## config.mk

```make
export PLATFORM = sky130hd
export DESIGN_NAME = rti_classify
export DESIGN_NICKNAME = d
export VERILOG_FILES = /design/src/rtl/core/rti_pkg.sv /design/src/rtl/core/rti_classify.sv
export SDC_FILE = /design/constraint.sdc
export NUM_CORES = 1
export LEC_CHECK = 0
export BUFFER_PORTS_ARGS = -buffer_cell sky130_fd_sc_hd__buf_4
export CAP_MARGIN = 10
export CORE_AREA = 2 2 226 228
export DETAILED_ROUTE_END_ITERATION = 6
export DIE_AREA = 0 0 228 230
export PLACE_DENSITY = 0.75
export SETUP_SLACK_MARGIN = 0.15
export SYNTH_ARGS = -nofsm -noshare
export SYNTH_HDL_FRONTEND = slang
export SYNTH_SLANG_ARGS = --single-unit
```

## constraint.sdc

```tcl
create_clock -name clk_i -period 24.8 [get_ports clk_i]
set_clock_uncertainty 0.2 [all_clocks]
set_input_delay 3.72 -clock clk_i [delete_from_list [all_inputs] [get_ports clk_i]]
set_output_delay 3.72 -clock clk_i [all_outputs]
set_load 0.02 [all_outputs]
```

## src/rtl/core/rti_pkg.sv

```systemverilog
// ----------------------------------------------------------------------------
// rti_pkg
// Shared types and constants of the ray / triangle intersection pipeline.
// ----------------------------------------------------------------------------
package rti_pkg;

  localparam int PACKED_W  = 63;  // packed x,y,z vector beat field
  localparam int THR_W     = 16;  // cull threshold register
  localparam int DIST_W    = 32;  // hit distance
  localparam int BARY_FRAC = 20;  // barycentric fraction bits
  localparam int BARY_W    = BARY_FRAC + 1;
  localparam int T_Q_BITS  = 32;  // stored quotient bits of t

  localparam logic [BARY_W-1:0] BARY_ONE = BARY_W'(1) << BARY_FRAC;
  localparam logic [DIST_W-1:0] DIST_MAX = {1'b0, {(DIST_W-1){1'b1}}};
  localparam logic [DIST_W-1:0] DIST_MIN = {1'b1, {(DIST_W-1){1'b0}}};

  typedef enum logic [1:0] {
    KIND_CAMERA  = 2'd0,
    KIND_REFLECT = 2'd1,
    KIND_SHADOW  = 2'd2,
    KIND_OTHER   = 2'd3
  } ray_kind_e;

  // status that rides along the divider stages
  typedef struct packed {
    logic hit;
    logic t_neg;
    logic t_ovf;
  } rti_flags_t;

endpackage

```

## src/rtl/core/rti_classify.sv

```systemverilog
// ----------------------------------------------------------------------------
// rti_classify
// Sign normalization and exact hit tests on det and the numerators.
// ----------------------------------------------------------------------------
module rti_classify import rti_pkg::*; #(
  parameter int DW = 69
) (
  input  logic                 clk_i,
  input  logic                 rst_ni,
  input  logic                 valid_i,
  output logic                 ready_o,
  input  ray_kind_e            kind_i,
  input  logic [THR_W-1:0]     thr_i,
  input  logic signed [DW-1:0] det_i,
  input  logic signed [DW-1:0] un_i,
  input  logic signed [DW-1:0] vn_i,
  input  logic signed [DW-1:0] tn_i,
  output logic                 valid_o,
  input  logic                 ready_i,
  output rti_flags_t           flags_o,
  output logic [DW-1:0]        den_o,
  output logic [DW-1:0]        un_o,
  output logic [DW-1:0]        vn_o,
  output logic [DW-1:0]        tn_o
);

  localparam int XW = DW + 2;

  logic signed [XW-1:0] det_x, un_x, vn_x, tn_x, thr_x;
  logic signed [XW-1:0] det_a, un_a, vn_a, tn_a, tn_m, sum_uv;
  logic                 det_neg, cull, range_miss, shadow_miss;
  logic                 v_q;
  rti_flags_t           flags_d;

  always_comb begin
    det_x   = XW'(det_i);
    un_x    = XW'(un_i);
    vn_x    = XW'(vn_i);
    tn_x    = XW'(tn_i);
    thr_x   = XW'(thr_i);
    det_neg = det_i[DW-1];
    det_a   = det_neg ? -det_x : det_x;
    un_a    = det_neg ? -un_x  : un_x;
    vn_a    = det_neg ? -vn_x  : vn_x;
    tn_a    = det_neg ? -tn_x  : tn_x;
    tn_m    = tn_a[XW-1] ? -tn_a : tn_a;
    sum_uv  = un_a + vn_a;
    // camera and reflection rays cull at or below the threshold
    cull = (kind_i == KIND_CAMERA || kind_i == KIND_REFLECT) && (det_x <= thr_x);
    range_miss = un_a[XW-1] || (un_a > det_a) || vn_a[XW-1] || (sum_uv > det_a);
    shadow_miss = (kind_i == KIND_SHADOW) && (tn_a[XW-1] || (tn_a == '0));
    flags_d.hit   = !(cull || (det_i == '0) || range_miss || shadow_miss);
    flags_d.t_neg = tn_a[XW-1];
    flags_d.t_ovf = 1'b0;
  end

  assign ready_o = !v_q || ready_i;
  assign valid_o = v_q;

  always_ff @(posedge clk_i or negedge rst_ni) begin
    if (!rst_ni) begin
      v_q <= 1'b0;
    end else if (ready_o) begin
      v_q <= valid_i;
    end
  end

  always_ff @(posedge clk_i) begin
    if (ready_o) begin
      flags_o <= flags_d;
      den_o   <= det_a[DW-1:0];
      un_o    <= un_a[DW-1:0];
      vn_o    <= vn_a[DW-1:0];
      tn_o    <= tn_m[DW-1:0];
    end
  end

endmodule

```

==> results of run 1 <==
==> through the flow <==
step / total power (µW) / worst slack (ns) / instance area [µm²] / std cells
floorplan: 1153 / 10.35 / 24980 / 2693
global placement: 1432 / 12.81 / 29930 / 3867
detailed placement: 1443 / 12.69 / 29930 / 3867
CTS: 1965 / 13.25 / 31050 / 3929
global route: 2065 / 12.67 / 31060 / 3933
finish: 1971 / 13.19 / 31060 / 3933
==> Yosys cell counts (21+ instances only) <==
cell	number	area, µm²
nor3_1	66	330.3
o41ai_1	49	429.2
or3_1	51	319.1
nor4_1	34	212.7
nand3_1	55	275.3
o21a_1	26	195.2
a21oi_1	149	745.7
a31oi_1	25	156.4
or2_2	21	131.4
ha_1	220	2753
o31ai_1	73	548.0
o21ai_0	139	695.7
nand2b_1	27	168.9
or4_1	41	307.8
nand2_1	193	724.4
xnor2_1	324	2838
a21o_1	90	675.7
nor2_1	149	559.3
nand4_1	62	387.9
clkbuf_1	77	289.0
inv_1	156	585.6
xor2_1	110	963.4
edfxtp_1	278	8348
==> worst min path at each step <==
stage                     endpoint  depth (start not counted)  startpoint
after global routing      tn_o[52]                          1     valid_o
final                     tn_o[48]                          1     valid_o
after CTS                 tn_o[52]                          1     valid_o
after detailed placement  tn_o[60]                          1     valid_o
after global placement    tn_o[61]                          1     valid_o
after floorplan            valid_o                          0      rst_ni
==> cell usage in the layout (no fill, tap or decap), types with 110 or more instances in the layout <==
| cell | netlist | routed |
|---|---|---|
| ha_1 | 220 | 220 |
| xnor2_1 | 324 | 324 |
| nor2_1 | 149 | 149 |
| a21oi_1 | 149 | 149 |
| xor2_1 | 110 | 110 |
| buf_4 | 1 | 592 |
| nand2_1 | 193 | 193 |
| inv_1 | 156 | 155 |
| edfxtp_1 | 278 | 278 |
| o21ai_0 | 139 | 139 |
==> layout make-up <==
class                      instances  share of cell area, %
multi-input combinational       2167                  50.46
sequential                       279                  26.95
timing repair buffer             594                  14.37
clock buffer                      45                  3.077
tap                              672                  2.707
inverter                         156                  1.885
clock inverter                    17                 0.5276
antenna                            3                0.02417
==> routing by layer <==
metal,routed length (µm),part of all wire [%],vias up
met5,22,0.023,-
met4,3965,4.2,4
met3,7400,7.8,211
met2,45540,48,1238
met1,38510,40,11700
li1,-,-,11180
==> power groups by stage <==
stage               combinational [µW]  clock, µW  sequential (µW)
floorplan                          457          0              696
finish                             837        521              614
detailed placement                 821          0              622
global route                       905        542              618
CTS                                827        525              614
global placement                   810          0              622
==> worst max-delay path, delay by kind of cell <==
family / cells / cell delay (ns)
buffers and inverters: 2 / 0.20
AO/OA/AOI/OAI: 9 / 2.24
XOR/XNOR: 2 / 0.33
AND/OR/NAND/NOR: 14 / 4.32
adder cells (fa/ha/maj): 3 / 0.84
==> kinds of logic (layout without fill, tap and decap cells) <==
kind of cell	count (synthesis)	count (layout)	synth area share [%]
buffers and inverters	247	812	3.808
xor gates and xnor gates	435	435	15.31
muxes	6	6	0.2455
and+or+nand+nor	794	794	16.71
adders and majority gates	227	227	11.34
DFF	279	279	33.53
other	2	8	0.03007
AOI/OAI and AO/OA	700	700	19.03
==> flip-flops by register name, indices dropped and copies added (netlist names) <==
name,flops
den_o,69
valid_o,1
un_o,69
tn_o,69
vn_o,69
flags_o,2
==> results.py, run 1 <==
metrics = {
    "global_routing": {
        "grt_most_used_layer": "met2",
        "grtUsageMet3_pct": 5.481,
        "grt-ovfl-total": 0,
        "grt_use_met2_pct": 59.86,
        "globalRouteTotalUtil_pct": 35.03,
        "use_met1_pct": 44.67,
        "grt_pass1_vias": 23500,
        "antenna_found_initial": 5,
        "grt_pass1_wl_um": 141900,
        "grt_max_degree": 114,
    },
    "power": {
        "internal_power_uw": 1239,
        "p_per_area_nw_per_um2": 63.45,
        "seqPwrFrac_pct": 31.1,
        "p_leak_uw": 0.01291,
        "power.share.clock_pct": 26.4,
        "max-vdd-ir-drop_mv": 0.05802,
        "p_sw_uw": 731.8,
        "power_frac_comb_pct": 42.4,
        "sw_frac_of_total_pct": 37.12,
    },
    "yosys": {
        "seq_area_frac_synth_pct": 33.53,
        "ys_ff_latch": 279,
        "synth.avg_cell_area_um2": 9.283,
        "async_flop_share_pct": 0.3584,
        "synth-edff-count": 278,
        "syn_area_um2": 24970,
        "synthFlopType": "edfxtp_1",
        "ys_warn_count": 0,
        "synth_cell_types": 87,
        "synthCells": 2690,
    },
    "setup_path": {
        "cp_max_fo": 10,
        "crit_start": "un_i[0]",
        "cpMaxStageDelayCell": "or3b_2",
        "timing.rr.end": "un_o[26]",
        "r2r_start": "valid_o",
        "r2r_cells": 3,
        "worstSetupPathType": "primary input to flip-flop",
        "critPathMostFrequentCell": "or3_1",
        "required_ns": 24.87,
        "slowest_delay_ns": 0.63,
        "reg2reg_slack_ns": 21.69,
        "critPathLaunchType": "primary input",
        "crit_end": "flags_o[2]",
        "critPathCaptureType": "flip-flop",
        "critPathArrivalTime_ns": 11.68,
    },
    "detailed_routing": {
        "drt_iter0_markers": 2414,
        "via_per_inst": 6.188,
        "ant_nets": 0,
        "drc": 0,
        "wl_per_cell_um": 24.26,
        "dr.pass1.iters": 6,
        "wirelength_um": 95430,
        "vias": 24340,
    },
    "clock_network": {
        "clk-insertion-delay-late_ns": 0.55,
        "cts_hold_buf": 0,
        "cts_tree": "built",
        "cts_root_buf": "clkbuf_16",
        "cts_setup_buffers": 0,
        "clockBufferDepth": 3,
        "cts_buffers": 35,
        "cts_resized": 0,
        "clkSinkCount": 279,
        "htree_levels": 2,
        "clkTransAtPathRegs_ns": 0.06,
    },
    "sta": {
        "finalSetupViolCount": 0,
        "fin_crit_ns": 11.61,
        "timing.hold.ws_ns": 0.7711,
        "timing.fmax_mhz": 86.14,
        "fin_crit_sh_pct": 46.81,
        "tns_ns": 0,
        "rsz0062_at_grt": "no",
        "drv_slew": 0,
        "tightest_slew_ns": 1.139,
        "worst_slew_margin_rel_pct": 23.29,
        "hold_viol": 0,
    },
    "finish": {
        "drive_gt1_share_pct": 21.30,
        "regArea_um2": 8373,
        "area_growth_pct": 24.40,
        "fin_util_pct": 62.30,
        "nets": 3752,
        "fillers": 4356,
        "multiInputGateArea_um2": 15680,
    },
    "floorplan": {
        "start_util_pct": 50.08,
        "dieArea_um2": 52440,
        "num_rows": 82,
        "die_h_um": 230,
        "die_w_um": 228,
        "coreArea_um2": 49860,
        "ios": 579,
    },
    "hold_path": {
        "min_path_type": "flip-flop to flip-flop",
    },
    "placement": {
        "place_congestion": 0.9849,
        "portBuffers": 577,
        "dp_hpwl_um": 77790,
    },
    "job": {
        "cap_violations": 0,
    },
    "run_status": {
        "status": "finished clean",
    },
}
(Power assumes the default switching activity.)
==> run 2: changes to the inputs <==
--- a/config.mk
+++ b/config.mk
@@ -7,10 +7,10 @@
 export LEC_CHECK = 0
 export BUFFER_PORTS_ARGS = -buffer_cell sky130_fd_sc_hd__buf_4
 export CAP_MARGIN = 10
-export CORE_AREA = 2 2 226 228
+export CORE_AREA = 2 2 228 230
 export DETAILED_ROUTE_END_ITERATION = 6
-export DIE_AREA = 0 0 228 230
-export PLACE_DENSITY = 0.75
+export DIE_AREA = 0 0 230 232
+export PLACE_DENSITY = 0.74
 export SETUP_SLACK_MARGIN = 0.15
 export SYNTH_ARGS = -nofsm -noshare
 export SYNTH_HDL_FRONTEND = slang
==> constraint.sdc (replaced) <==
create_clock -name clk_i -period 12.06 [get_ports clk_i]
set_clock_uncertainty 0.2 [all_clocks]
set_input_delay 1.809 -clock clk_i [delete_from_list [all_inputs] [get_ports clk_i]]
set_output_delay 1.809 -clock clk_i [all_outputs]
set_load 0.02 [all_outputs]
==> run 2 against run 1 <==
Flip-flop and latch count unchanged. Clock power up 110%. Critical path type unchanged. Non-clock buffer count up 1. Final area up 0.20%. Global-route usage down 0.075 points. Critical endpoint unchanged. Critical path depth unchanged. Combinational power up 110%.
==> results.py, run 2 (synthesized netlist as in run 1, its figures left out) <==
metrics = {
    "setup_path": {
        "critPathCaptureType": "flip-flop",
        "critPathLaunchType": "primary input",
        "r2r_cells": 3,
        "slowest_delay_ns": 0.63,
        "reg2reg_slack_ns": 9.00,
        "required_ns": 12.14,
        "worstSetupPathType": "primary input to flip-flop",
        "cpMaxStageDelayCell": "or3b_2",
        "timing.rr.end": "un_o[25]",
        "cp_max_fo": 10,
        "critPathArrivalTime_ns": 9.75,
        "r2r_start": "valid_o",
        "critPathMostFrequentCell": "or3_1",
        "crit_start": "un_i[0]",
    },
    "floorplan": {
        "num_rows": 83,
        "start_util_pct": 49.07,
        "coreArea_um2": 50890,
        "dieArea_um2": 53360,
        "die_h_um": 232,
        "ios": 579,
        "die_w_um": 230,
    },
    "finish": {
        "finalNonFillerCells": 3942,
        "layout_commonest_cell": "buf_4",
        "nets": 3753,
        "drive_gt1_share_pct": 21.45,
        "area_growth_pct": 24.65,
        "fillers": 4466,
        "final_cell_area_um2": 31130,
        "final_cell_mix": "buf_4, xnor2_1, edfxtp_1",
    },
    "hold_path": {
        "holdPathEnd": "tn_o[60]",
        "min_path_type": "flip-flop to flip-flop",
        "hold_depth": 1,
        "hold_start": "valid_o",
    },
    "job": {
        "cap_violations": 0,
    },
    "global_routing": {
        "grt-ovfl-total": 0,
        "globalRouteTotalUtil_pct": 34.95,
        "grt_pass1_vias": 23360,
        "antenna_found_initial": 4,
        "grt_pass1_wl_um": 142500,
        "grt_max_degree": 177,
    },
    "clock_network": {
        "cts_hold_buf": 0,
        "htree_levels": 2,
        "clk-insertion-delay-late_ns": 0.56,
        "cts_setup_buffers": 0,
        "clkSinkCount": 279,
        "clkTransAtPathRegs_ns": 0.06,
        "cts_root_buf": "clkbuf_16",
        "cts_tree": "built",
        "clockBufferDepth": 3,
        "cts_resized": 0,
        "cts_buffers": 35,
    },
    "sta": {
        "timing.hold.ws_ns": 0.7903,
        "hold_viol": 0,
        "tns_ns": 0,
        "fin_crit_ns": 9.672,
        "postLayoutSetupSlackWorst_ns": 2.388,
        "finalSetupViolCount": 0,
        "worst_slew_margin_rel_pct": 9.270,
        "timing.fmax_mhz": 103.4,
        "tightest_slew_ns": 1.347,
        "drv_slew": 0,
        "fin_crit_sh_pct": 80.20,
        "rsz0062_at_grt": "no",
    },
    "detailed_routing": {
        "via_per_inst": 6.226,
        "drt_iter0_markers": 2528,
        "wl_per_cell_um": 24.71,
        "vias": 24540,
        "wirelength_um": 97400,
        "drc": 0,
        "dr.pass1.iters": 7,
        "ant_nets": 0,
    },
    "placement": {
        "placed_area_um2": 29970,
        "place_congestion": 0.9927,
        "portBuffers": 577,
        "post-place-ws_ns": 1.842,
        "placed_cells": 3877,
        "dp_hpwl_um": 78950,
    },
    "power": {
        "seqPwrFrac_pct": 30.9,
        "p_sw_uw": 1513,
        "p_leak_uw": 0.01294,
        "power.share.clock_pct": 26.7,
        "power_frac_comb_pct": 42.4,
        "p_per_area_nw_per_um2": 131.2,
        "sw_frac_of_total_pct": 37.07,
        "max-vdd-ir-drop_mv": 0.1113,
        "internal_power_uw": 2570,
    },
    "run_status": {
        "status": "finished clean",
    },
}
-- run 2: cell types whose count changed in the layout (fill, tap and decap cells not counted), moves of 2 or more --
| cell | change |
|---|---|
| clkbuf_1 | -3 |
| inv_6 | +2 |
| clkinv_2 | +2 |
| clkinv_1 | -2 |
-- run 2: how the worst max path moves through the flow --
stage,end,slack (ns)
global route,flags_o[2],1.95
floorplan,ready_o,1.44
finish,flags_o[2],2.39
detailed placement,flags_o[2],1.84
global placement,flags_o[2],1.95
CTS,flags_o[2],2.42
-- run 2: metrics by stage --
stage | power [µW] | util [%]
5_1_grt | 4271 | 61.17
2_1_floorplan | 2371 | -
6_report | 4083 | 61.17
3_3_place_gp | 2951 | 58.90
4_1_cts | 4066 | 61.15
3_5_place_dp | 2972 | 58.90
-- run 2: area by class of cell --
type | instances | area [µm²] | area share, %
inverters | 156 | 585.6 | 1.881
repair buffers | 595 | 4486 | 14.41
clock inverters | 19 | 202.7 | 0.6512
clock buffers | 42 | 944.7 | 3.035
multi-input cells | 2167 | 15680 | 50.36
diodes | 4 | 10.01 | 0.03216
flip-flops and latches | 279 | 8373 | 26.90
well taps | 680 | 850.8 | 2.733
-- run 2: metal layers --
layer	GRT usage, %	wire length [µm]
met5	0	0
met4	14.13	4088
met3	5.526	7909
met2	58.97	46370
met1	44.77	39030
-- run 2: critical path, delay by kind of cell --
family,cells,cell delay [ns]
AND/OR/NAND/NOR,14,4.25
AO/OA/AOI/OAI,9,2.24
adder cells (fa/ha/maj),3,0.83
XOR/XNOR,2,0.36
buffers and inverters,2,0.22
-- run 2: power groups by stage --
stage | registers [µW] | logic (µW) | clock network [µW]
final | 1260 | 1730 | 1090
after global routing | 1270 | 1870 | 1130
after CTS | 1260 | 1710 | 1100
after detailed placement | 1280 | 1690 | 0
after global placement | 1280 | 1670 | 0
after floorplan | 1430 | 940 | 0
