`config.mk`:
```
export PLATFORM = sky130hd
export DESIGN_NAME = rti_div_step
export DESIGN_NICKNAME = d
export VERILOG_FILES = /design/src/rtl/core/rti_pkg.sv /design/src/rtl/core/rti_div_step.sv
export SDC_FILE = /design/constraint.sdc
export NUM_CORES = 1
export LEC_CHECK = 0
export BUFFER_PORTS_ARGS = -buffer_cell sky130_fd_sc_hd__buf_2
export CORE_AREA = 2 2 337 339
export CTS_CLUSTER_SIZE = 24
export DETAILED_ROUTE_END_ITERATION = 7
export DIE_AREA = 0 0 339 341
export GPL_TIMING_DRIVEN = 0
export PLACE_DENSITY = 0.43
export SLEW_MARGIN = 10
export SYNTH_ARGS = -nofsm -noshare
export SYNTH_HDL_FRONTEND = slang
export SYNTH_SLANG_ARGS = --single-unit
```
`constraint.sdc`:
```
create_clock -name clk_i -period 13.3 [get_ports clk_i]
set_clock_uncertainty 0.1 [all_clocks]
set_input_delay 0.665 -clock clk_i [delete_from_list [all_inputs] [get_ports clk_i]]
set_output_delay 0.665 -clock clk_i [all_outputs]
set_load 0.005 [all_outputs]
```
`src/rtl/core/rti_pkg.sv`:
```
// ----------------------------------------------------------------------------
// rti_pkg
// Shared types and constants of the ray / triangle intersection pipeline.
// ----------------------------------------------------------------------------
package rti_pkg;

  localparam int PACKED_W  = 63;  // packed x,y,z vector beat field
  localparam int THR_W     = 16;  // cull threshold register
  localparam int DIST_W    = 32;  // hit distance
  localparam int BARY_FRAC = 20;  // barycentric fraction bits
  localparam int BARY_W    = BARY_FRAC + 1;
  localparam int T_Q_BITS  = 32;  // stored quotient bits of t

  localparam logic [BARY_W-1:0] BARY_ONE = BARY_W'(1) << BARY_FRAC;
  localparam logic [DIST_W-1:0] DIST_MAX = {1'b0, {(DIST_W-1){1'b1}}};
  localparam logic [DIST_W-1:0] DIST_MIN = {1'b1, {(DIST_W-1){1'b0}}};

  typedef enum logic [1:0] {
    KIND_CAMERA  = 2'd0,
    KIND_REFLECT = 2'd1,
    KIND_SHADOW  = 2'd2,
    KIND_OTHER   = 2'd3
  } ray_kind_e;

  // status that rides along the divider stages
  typedef struct packed {
    logic hit;
    logic t_neg;
    logic t_ovf;
  } rti_flags_t;

endpackage

```
`src/rtl/core/rti_div_step.sv`:
```
// ----------------------------------------------------------------------------
// rti_div_step
// One registered restoring-division step for t, and for u and v early on.
// ----------------------------------------------------------------------------
module rti_div_step import rti_pkg::*; #(
  parameter int DW   = 69,
  parameter int STEP = 0,
  localparam int TW  = DW + T_Q_BITS + 1,
  localparam int UW  = DW + BARY_W
) (
  input  logic                clk_i,
  input  logic                rst_ni,
  input  logic                valid_i,
  output logic                ready_o,
  input  rti_flags_t          flags_i,
  input  logic [DW-1:0]       den_i,
  input  logic [TW-1:0]       rt_i,
  input  logic [T_Q_BITS-1:0] qt_i,
  input  logic [UW-1:0]       ru_i,
  input  logic [UW-1:0]       rv_i,
  input  logic [BARY_W-1:0]   qu_i,
  input  logic [BARY_W-1:0]   qv_i,
  output logic                valid_o,
  input  logic                ready_i,
  output rti_flags_t          flags_o,
  output logic [DW-1:0]       den_o,
  output logic [TW-1:0]       rt_o,
  output logic [T_Q_BITS-1:0] qt_o,
  output logic [UW-1:0]       ru_o,
  output logic [UW-1:0]       rv_o,
  output logic [BARY_W-1:0]   qu_o,
  output logic [BARY_W-1:0]   qv_o
);

  localparam int I_T = T_Q_BITS - STEP;
  localparam int I_U = BARY_FRAC - STEP;

  rti_flags_t          flags_d;
  logic [TW-1:0]       rt_d, dt;
  logic [T_Q_BITS-1:0] qt_d;
  logic [UW-1:0]       ru_d, rv_d;
  logic [BARY_W-1:0]   qu_d, qv_d;
  logic                ge_t;
  logic                v_q;

  assign dt   = TW'(den_i) << I_T;
  assign ge_t = rt_i >= dt;

  if (STEP == 0) begin : g_ovf
    // first step only flags a quotient of 2^32 or more
    always_comb begin
      flags_d       = flags_i;
      flags_d.t_ovf = ge_t;
      rt_d          = rt_i;
      qt_d          = qt_i;
    end
  end else begin : g_tbit
    always_comb begin
      flags_d   = flags_i;
      rt_d      = ge_t ? rt_i - dt : rt_i;
      qt_d      = qt_i;
      qt_d[I_T] = ge_t;
    end
  end

  if (STEP <= BARY_FRAC) begin : g_uv
    logic [UW-1:0] du;
    logic          ge_u, ge_v;
    always_comb begin
      du       = UW'(den_i) << I_U;
      ge_u     = ru_i >= du;
      ge_v     = rv_i >= du;
      ru_d     = ge_u ? ru_i - du : ru_i;
      rv_d     = ge_v ? rv_i - du : rv_i;
      qu_d     = qu_i;
      qv_d     = qv_i;
      qu_d[I_U] = ge_u;
      qv_d[I_U] = ge_v;
    end
  end else begin : g_uv_done
    always_comb begin
      ru_d = ru_i;
      rv_d = rv_i;
      qu_d = qu_i;
      qv_d = qv_i;
    end
  end

  assign ready_o = !v_q || ready_i;
  assign valid_o = v_q;

  always_ff @(posedge clk_i or negedge rst_ni) begin
    if (!rst_ni) begin
      v_q <= 1'b0;
    end else if (ready_o) begin
      v_q <= valid_i;
    end
  end

  always_ff @(posedge clk_i) begin
    if (ready_o) begin
      flags_o <= flags_d;
      den_o   <= den_i;
      rt_o    <= rt_d;
      qt_o    <= qt_d;
      ru_o    <= ru_d;
      rv_o    <= rv_d;
      qu_o    <= qu_d;
      qv_o    <= qv_d;
    end
  end

endmodule
```
==> flow_summary.toml, run 1 <==
[routing]
vias = 22330
met1_length_um = 47520
drc = 0
ant_nets = 0
via_per_inst = 4.682
met2_length_um = 59390
first_pass_iters = 5
highest_layer = "met5"
wl_met3_um = 9019
wl_um = 119400
drtIter0Drc = 1391
avgRoutedWirePerCell_um = 25.04

[yosys]
syn-num-nets = 2932
netlist_area_mm2 = 0.02486
synth_edf_count = 428
synth_cell_type_count = 86
ys_seq_elements = 429
synth.area.top_cells = "edfxtp_1, ha_1, a21oi_1"
synth_ff_type = "edfxtp_1"
async_flop_share = 0.002331
synthesis.instances = 2291
synth_area_per_cell_um2 = 10.85
yosys.area.top_type = "edfxtp_1"
synth_top_area_frac = 0.5170
ys_warn_count = 0
ys_seq_area_frac = 0.5180

[grt]
grt_pass1_vias = 22100
grt_usage = 0.1993
grt_pass1_wl_um = 165300
grt_max_degree = 59
grt.overflow.total = 0
antenna_found_initial = 44

[layout]
area_growth_syn_to_layout_pct = 33.02
final_util = 0.2956
fill_cells = 11970
fin_cells = 4770
drive_above_1_share = 0.3123
final_nets = 3858
final_area_mm2 = 0.03307

[sta]
worst_slew_pin_slew_ns = 1.176
max_freq_ghz = 0.1901
rsz0062_at_grt = "no"
fin_crit_ns = 5.261
hold_ws_ns = 0.06859
setup_viol = 0
finalMaxSlewViolations = 0
post-route-period-util = 0.3955
final.setup.tns_ns = 0
fin_ws_ns = 8.039
hold_viol = 0
relSlewSlack = 0.2099

[power]
powerDensity_mw_per_mm2 = 127.7
switching_share = 0.3126
p_int_mw = 2.903
power_frac_seq = 0.403
p_leak_nw = 14.44
switchingPower_mw = 1.320
ir_drop_mv = 0.09803
clkPwrFrac = 0.354
pwr-share-comb = 0.242
power_mw = 4.224

[clocking]
cts_buffers = 56
cts.sinks = 429
clk_path_buf_depth = 3
clk_latency_ns = 0.67
cts_tree = "built"
clkSlewWorstSetupHoldPaths_ns = 0.06
post_cts_resized = 0
cts_max_level = 2
cts_root_buf = "clkbuf_16"

[placement]
placed_area_mm2 = 0.03127
post-place-cells = 4658
detailedPlace.worstSlack_ns = 7.312
hpwl_um = 100100
io_buffer_count = 858
place_congestion = 0.8764

[worst_setup_path]
required_ns = 13.50
critPathMaxFanout = 10
start_kind = "input pin"
critPathKind = "input pin to register"
cp.arrival_ns = 5.46
cp-end-kind = "register"

[status]
status = "finished clean"

[hold_path]
hold_class = "input pin to register"

[floorplan]
core_region_area_mm2 = 0.1119
die_h_um = 341
io_pins = 862
row_count = 123
die_w_um = 339
initial_core_util = 0.2222
dieArea_mm2 = 0.1156

[flow_run]
drv_cap = 0
==> critical path: stages <==
cell and delay, ns:
buf_2 0.25, ha_1 0.21, inv_1 0.05, fa_1 0.49
a211oi_1 0.29, o21ai_0 0.13, o21ai_0 0.33, o2111ai_1 0.50
nand3_1 0.42, o211a_1 0.27, a211oi_2 0.10, nor2_1 0.43
clkbuf_1 0.86, o21ai_0 0.41
==> cell type report <==
cell class              count  area (µm²)  area share
inverters                 112       420.4     0.01271
plain buffers              70       322.8    0.009762
clock inverters            29       299.0    0.009043
flip-flops and latches    429       12880      0.3894
multi-input cells        1680       11250      0.3402
clock buffers              72        1461     0.04419
diodes                     10       25.02   0.0007567
well taps                1500        1877     0.05676
repair buffers            868        4537      0.1372
==> placed cells by master (no fill, tap or decap), drive strengths merged, types with 61 or more instances in the layout <==
cell	count
o21ai	169
nor2	151
edfxtp	428
inv	115
a21oi	224
clkbuf	108
a21o	119
ha	207
nand2	243
xnor2	61
buf	901
==> cell usage after synthesis, drive strengths merged, types with 4 or more instances <==
| cell | number |
|---|---|
| o21bai | 31 |
| nand3 | 27 |
| o41ai | 4 |
| a21boi | 10 |
| ha | 207 |
| o211ai | 12 |
| nor2 | 151 |
| xnor2 | 61 |
| and2 | 13 |
| nand2 | 243 |
| xor2 | 53 |
| clkbuf | 36 |
| o31a | 4 |
| o22ai | 4 |
| or3 | 14 |
| or2 | 5 |
| a211o | 4 |
| nand4 | 52 |
| a211oi | 19 |
| inv | 112 |
| o31ai | 19 |
| and3 | 18 |
| a221oi | 6 |
| a31oi | 16 |
| a2111oi | 4 |
| a21oi | 224 |
| nor4 | 28 |
| a221o | 4 |
| nor2b | 15 |
| o221ai | 6 |
| o211a | 5 |
| or4 | 6 |
| nor3 | 39 |
| a31o | 7 |
| a311oi | 4 |
| o21a | 23 |
| and4 | 4 |
| nand2b | 14 |
| o2111ai | 4 |
| buf | 34 |
| a21o | 119 |
| o21ai | 169 |
| edfxtp | 428 |
==> sequential cells by signal, indices dropped and copies added (netlist names) <==
| register | cells |
|---|---|
| valid_o | 1 |
| qu_o | 21 |
| den_o | 69 |
| ru_o | 90 |
| rv_o | 90 |
| qv_o | 21 |
| qt_o | 32 |
| rt_o | 102 |
| flags_o | 3 |
==> power by group through the flow <==
stage                     sequential, mW  combinational [mW]  clock [mW]
final                               1.70                1.02        1.50
after global routing                1.72                1.12        1.60
after CTS                           1.71                1.04        1.55
after detailed placement            1.73                1.03           0
after global placement              1.80                1.03           0
after floorplan                     1.80               0.488           0
==> per-layer routing <==
metal | GRT usage | vias up
met2 | 0.3523 | 837
met4 | 0.05667 | 42
met5 | 0 | -
li1 | - | 10550
met3 | 0.05682 | 172
met1 | 0.2339 | 10730
==> kinds of logic (layout without fill, tap and decap cells) <==
family                     count (synthesis)  in the layout  share of synthesized area
AOI/OAI and AO/OA                        713            713                     0.1833
xor gates and xnor gates                 114            114                    0.04017
adders and majority gates                209            209                     0.1058
buffers and inverters                    182           1151                    0.02980
DFF                                      429            429                     0.5180
muxes                                      5              5                   0.002315
other                                      0             10                          0
and+or+nand+nor                          639            639                     0.1206
==> final timing paths <==
check                               startpoint                   to  slack [ns]  cells past startpoint
max                                   den_i[0]   rv_o[46]$_DFFE_PP_        8.04                     14
min                                   qt_i[25]   qt_o[25]$_DFFE_PP_        0.07                      1
max reg2reg                valid_o$_DFFE_PN0P_   rt_o[75]$_DFFE_PP_       10.66                      6
min reg2reg                valid_o$_DFFE_PN0P_   qt_o[25]$_DFFE_PP_        0.75                      1
max in group asynchronous               rst_ni  valid_o$_DFFE_PN0P_       12.80                      2
min in group asynchronous               rst_ni  valid_o$_DFFE_PN0P_        0.21                      2
==> timing repair <==
item | in CTS | in global routing
hold buffers | 1 | 0
buffers inserted | 0 | 0
endpoints found under the hold margin | 1 | 0
Power figures use the tool's default switching activity.
==> run 2: changes to the inputs <==
==> constraint.sdc (replaced) <==
create_clock -name clk_i -period 4.9 [get_ports clk_i]
set_clock_uncertainty 0.1 [all_clocks]
set_input_delay 0.245 -clock clk_i [delete_from_list [all_inputs] [get_ports clk_i]]
set_output_delay 0.245 -clock clk_i [all_outputs]
set_load 0.005 [all_outputs]
==> flow_summary.toml, run 2 (synthesized netlist as in run 1, its figures left out) <==
[clocking]
cts_buffers = 56
cts_max_level = 2
cts.sinks = 429
cts_tree = "built"
cts_root_buf = "clkbuf_16"
clk_latency_ns = 0.65
clkSlewWorstSetupHoldPaths_ns = 0.06
postCtsSetupBuffers = 0
clk_path_buf_depth = 3

[floorplan]
initial_core_util = 0.2222
die_w_um = 339
row_count = 123
die_h_um = 341
dieArea_mm2 = 0.1156
io_pins = 862
core_region_area_mm2 = 0.1119

[power]
p_leak_nw = 16.24
powerDensity_mw_per_mm2 = 314.5
ir_drop_mv = 0.2705

[sta]
max_freq_ghz = 0.2093
hold_ws_ns = 0.1142
relSlewSlack = 0.1869
post-route-period-util = 0.9749
final.setup.tns_ns = 0
setup_viol = 0
finalMaxSlewViolations = 0
worst_slew_pin_slew_ns = 1.212
hold_viol = 0
fin_crit_ns = 4.777

[flow_run]
drv_cap = 0

[routing]
ant_nets = 0
first_pass_iters = 5
vias = 23700
drc = 0
avgRoutedWirePerCell_um = 23.58
drtIter0Drc = 1455
wl_um = 122600
via_per_inst = 4.558

[grt]
grt_pass1_wl_um = 172800
antenna_found_initial = 25
grt_pass1_vias = 24390
grt.overflow.total = 0
grt_max_degree = 62
grt_usage = 0.2049

[worst_setup_path]
path_cells = "dlygate4sd3_1, buf_2, inv_1, ha_1, inv_1, fa_1, a21oi_2, o221ai_2, a221oi_4, nor3_1, o21a_1, a31o_4, a311oi_2, o21a_4, buf_6, buf_6, mux2_1"
cp-end-kind = "register"
cp_slowest_cell = "a221oi_4"
cp.arrival_ns = 5.06
critPathKind = "input pin to register"
path_buf_inv = 6
path_delay_family = "compound AO/OA/AOI/OAI gates"
start_kind = "input pin"
required_ns = 5.18
critPathMaxFanout = 10
slowest_delay_ns = 0.57

[placement]
hpwl_um = 99870
place_congestion = 0.8841
io_buffer_count = 858
placed_area_mm2 = 0.03126

[layout]
largestRegisters = "rt_o (102), ru_o (90), rv_o (90)"
largest_register_ffs = 102
area_growth_syn_to_layout_pct = 50.35
final_util = 0.3341
top_register = "rt_o"
drive_above_1_share = 0.2773
final_common_cell = "buf_2"
final_nets = 4285
final_cell_mix = "buf_2, dlygate4sd3_1, edfxtp_1, nand2_1, a21oi_1"
final_area_mm2 = 0.03738

[hold_path]
hold_class = "input pin to register"

[status]
status = "finished clean"
## run 2: cell count changes in the layout (fill, tap and decap cells not counted), moves of 2 or more
cell	previous run	this run
dlygate4sd3_1	1	429
clkbuf_1	48	45
buf_12	2	0
clkdlybuf4s15_1	0	2
clkinv_2	6	8
inv_6	2	4
## run 2: final cells by class
cell class                      instances  area [µm²]
Antenna cell                           10       25.02
Buffer                                 70       336.6
Clock buffer                           70        1454
Clock inverter                         33       301.5
Fill cell                           11670       74510
Inverter                              112       420.4
Multi-Input combinational cell       1680       11280
Sequential cell                       429       12880
Tap cell                             1500        1877
Timing Repair Buffer                 1295        8808
## run 2: path summary, 6_finish.rpt
| kind | depth (start not counted) | startpoint | slack (ns) | end |
|---|---|---|---|---|
| setup reg to reg | 4 | valid_o$_DFFE_PN0P_ | 2.64 | rv_o[68]$_DFFE_PP_ |
| hold reg to reg | 1 | valid_o$_DFFE_PN0P_ | 0.80 | qt_o[2]$_DFFE_PP_ |
| max in group asynchronous | 3 | rst_ni | 4.26 | valid_o$_DFFE_PN0P_ |
| setup / recovery | 17 | ru_i[20] | 0.12 | ru_o[21]$_DFFE_PP_ |
| min in group asynchronous | 3 | rst_ni | 0.34 | valid_o$_DFFE_PN0P_ |
| hold / removal | 4 | rv_i[25] | 0.11 | rv_o[25]$_DFFE_PP_ |
## run 2: layer usage
layer,track usage,wire length [µm],vias to the layer above
met2,0.3618,60400,798
li1,-,-,11400
met3,0.04657,8420,121
met4,0.05602,3279,12
met1,0.2493,50400,11360
met5,0,79,-
## run 2: through the flow
stage | power (mW) | instances | worst slack, ns
floorplan | 6.113 | 2291 | 0.9652
global placement | 7.526 | 4649 | -1.147
detailed placement | 7.498 | 4657 | -0.5309
CTS | 11.95 | 5188 | 0.009789
global route | 12.36 | 5195 | -0.01231
finish | 11.75 | 5199 | 0.1230
## run 2: timing repair
| item | 4_1_cts | 5_1_grt |
|---|---|---|
| hold buffers | 428 | 1 |
| resized for setup | 0 | 11 |
| hold endpoints to repair | 427 | 1 |
| endpoints found under the setup margin | 0 | 25 |
## run 2: worst reg2reg max path, delay by kind of cell, from the launching register on
kind,cells,cell delay [ns]
buffers and inverters,3,1.02
flip-flops,1,0.40
AND/OR/NAND/NOR,1,0.34
## run 2: report_power, final
part	internal (mW)	switching, mW	total (mW)
Clock	2.28	1.77	4.04
Sequential	4.53	0.0929	4.62
Combinational	1.26	1.83	3.09
==> run 3: changes to the inputs <==
--- a/config.mk
+++ b/config.mk
@@ -10,6 +10,7 @@
 export CTS_CLUSTER_SIZE = 24
 export DETAILED_ROUTE_END_ITERATION = 7
 export DIE_AREA = 0 0 339 341
+export GPL_ROUTABILITY_DRIVEN = 0
 export GPL_TIMING_DRIVEN = 0
 export PLACE_DENSITY = 0.43
 export SLEW_MARGIN = 10
==> constraint.sdc (replaced) <==
create_clock -name clk_i -period 5.3 [get_ports clk_i]
set_clock_uncertainty 0.1 [all_clocks]
set_input_delay 0.265 -clock clk_i [delete_from_list [all_inputs] [get_ports clk_i]]
set_output_delay 0.265 -clock clk_i [all_outputs]
set_load 0.005 [all_outputs]
==> flow_summary.toml, run 3 (synthesized netlist as in run 1, its figures left out) <==
[status]
status = "finished clean"

[worst_setup_path]
critPathMaxFanout = 10
cp_slowest_cell = "dlygate4sd3_1"
reg2reg_setup_slack_ns = 3.04
crit_start = "den_i[0]"
slowest_delay_ns = 0.54
reg2regPathDepth = 4
cpMostUsedCell = "o21ai_0"
r2r-start = "valid_o$_DFFE_PN0P_"
path_cells = "dlygate4sd3_1, buf_2, ha_1, inv_1, fa_1, a211oi_1, o21ai_0, o21ai_0, o2111ai_1, nand3_1, o211a_1, a211oi_2, nor2_1, clkbuf_4, buf_2, nand2_1, o21ai_0"
cp-end-kind = "register"
required_ns = 5.62
r2r-end = "rv_o[68]$_DFFE_PP_"
cp.arrival_ns = 5.31
start_kind = "input pin"
cp-endpoint = "rv_o[73]$_DFFE_PP_"
critPathKind = "input pin to register"

[routing]
avgRoutedWirePerCell_um = 23.58
drtIter0Drc = 1354
vias = 23870
wl_um = 122500
ant_nets = 0
via_per_inst = 4.595
first_pass_iters = 5
drc = 0

[clocking]
clkSlewWorstSetupHoldPaths_ns = 0.06
cts_root_buf = "clkbuf_16"
cts_max_level = 2
clk_latency_ns = 0.65
cts_buffers = 56
cts.sinks = 429
cts_tree = "built"
clk_path_buf_depth = 3

[placement]
io_buffer_count = 858
detailedPlace.worstSlack_ns = -0.1509
placed_area_mm2 = 0.03126
hpwl_um = 99870

[layout]
area_growth_syn_to_layout_pct = 50.13
fill_cells = 11660
final_nets = 4284
drive_above_1_share = 0.2768
final_cell_mix = "buf_2, edfxtp_1, dlygate4sd3_1, nand2_1, a21oi_1"
final_area_mm2 = 0.03732
largest_register_ffs = 102
largestRegisters = "rt_o (102), ru_o (90), rv_o (90)"
seq_area_mm2 = 0.01288
top_register = "rt_o"
final_common_cell = "buf_2"
multi_input_area_mm2 = 0.01125

[grt]
grt_pass1_wl_um = 172600
grt_max_degree = 62
grt.overflow.total = 0
grt_pass1_vias = 24410
grt_usage = 0.2047
antenna_found_initial = 21

[floorplan]
row_count = 123
dieArea_mm2 = 0.1156
die_h_um = 341
initial_core_util = 0.2222
io_pins = 862
core_region_area_mm2 = 0.1119
die_w_um = 339

[sta]
relSlewSlack = 0.2172
max_freq_ghz = 0.2003
post-route-period-util = 0.9421
hold_ws_ns = 0.1931
hold_viol = 0
setup_viol = 0
fin_ws_ns = 0.3069
rsz0062_at_grt = "no"
finalMaxSlewViolations = 0
worst_slew_pin_slew_ns = 1.162
fin_crit_ns = 4.993

[flow_run]
drv_cap = 0

[power]
ir_drop_mv = 0.2541
power_mw = 10.87
p_leak_nw = 16.22
powerDensity_mw_per_mm2 = 291.2

[hold_path]
hold_class = "input pin to register"
[run 3: worst min-delay path by stage]
stage	start	end	cells past startpoint
2_1_floorplan	rst_ni	valid_o$_DFFE_PN0P_	0
3_3_place_gp	rst_ni	valid_o$_DFFE_PN0P_	1
3_5_place_dp	rst_ni	valid_o$_DFFE_PN0P_	1
4_1_cts	ready_i	rt_o[24]$_DFFE_PP_	2
5_1_grt	ready_i	rt_o[27]$_DFFE_PP_	2
6_report	ready_i	qt_o[2]$_DFFE_PP_	2
[run 3: worst max-delay path: cells and delay by family]
family,cells,cell delay [ns]
compound gates,7,1.72
fa+ha+maj,2,0.65
simple gates,3,0.87
buf+inv,5,1.77
[run 3: per-layer routing]
metal | wire, µm | up-vias | track usage
met4 | 3446 | 12 | 0.05778
met5 | 79 | - | 0
li1 | - | 11390 | -
met2 | 60230 | 854 | 0.3605
met1 | 50660 | 11490 | 0.2489
met3 | 8068 | 127 | 0.04668
[run 3: repair_timing]
action                                 in CTS  in global routing
buffers inserted                            0                  0
endpoints found under the hold margin     427                  0
setup endpoints to repair                   0                 15
resized for setup                           0                  8
hold buffers                              428                  0
[run 3: per-stage QoR]
stage                     utilization  TNS, ns  instances
after floorplan                     -        0       2291
after global placement         0.2774  -169.29       4649
after detailed placement       0.2794  -0.3955       4657
after CTS                      0.3334        0       5188
after global routing           0.3335        0       5193
final                          0.3336        0       5194
[run 3: power breakdown]
part	leakage (nW)	internal, mW	switching [mW]
Clock	0.848	2.10	1.64
Sequential	4.32	4.19	0.0863
Combinational	11.1	1.16	1.69
Total	16.2	7.45	3.42
[run 3: area by class of cell]
cell class	instances	area share
buffer	70	0.008750
multi-input combinational	1680	0.3014
clock inverter	33	0.008080
inverter	112	0.01126
tap	1500	0.05029
clock buffer	70	0.03896
sequential	429	0.3451
timing repair buffer	1294	0.2358
antenna	6	0.0004023
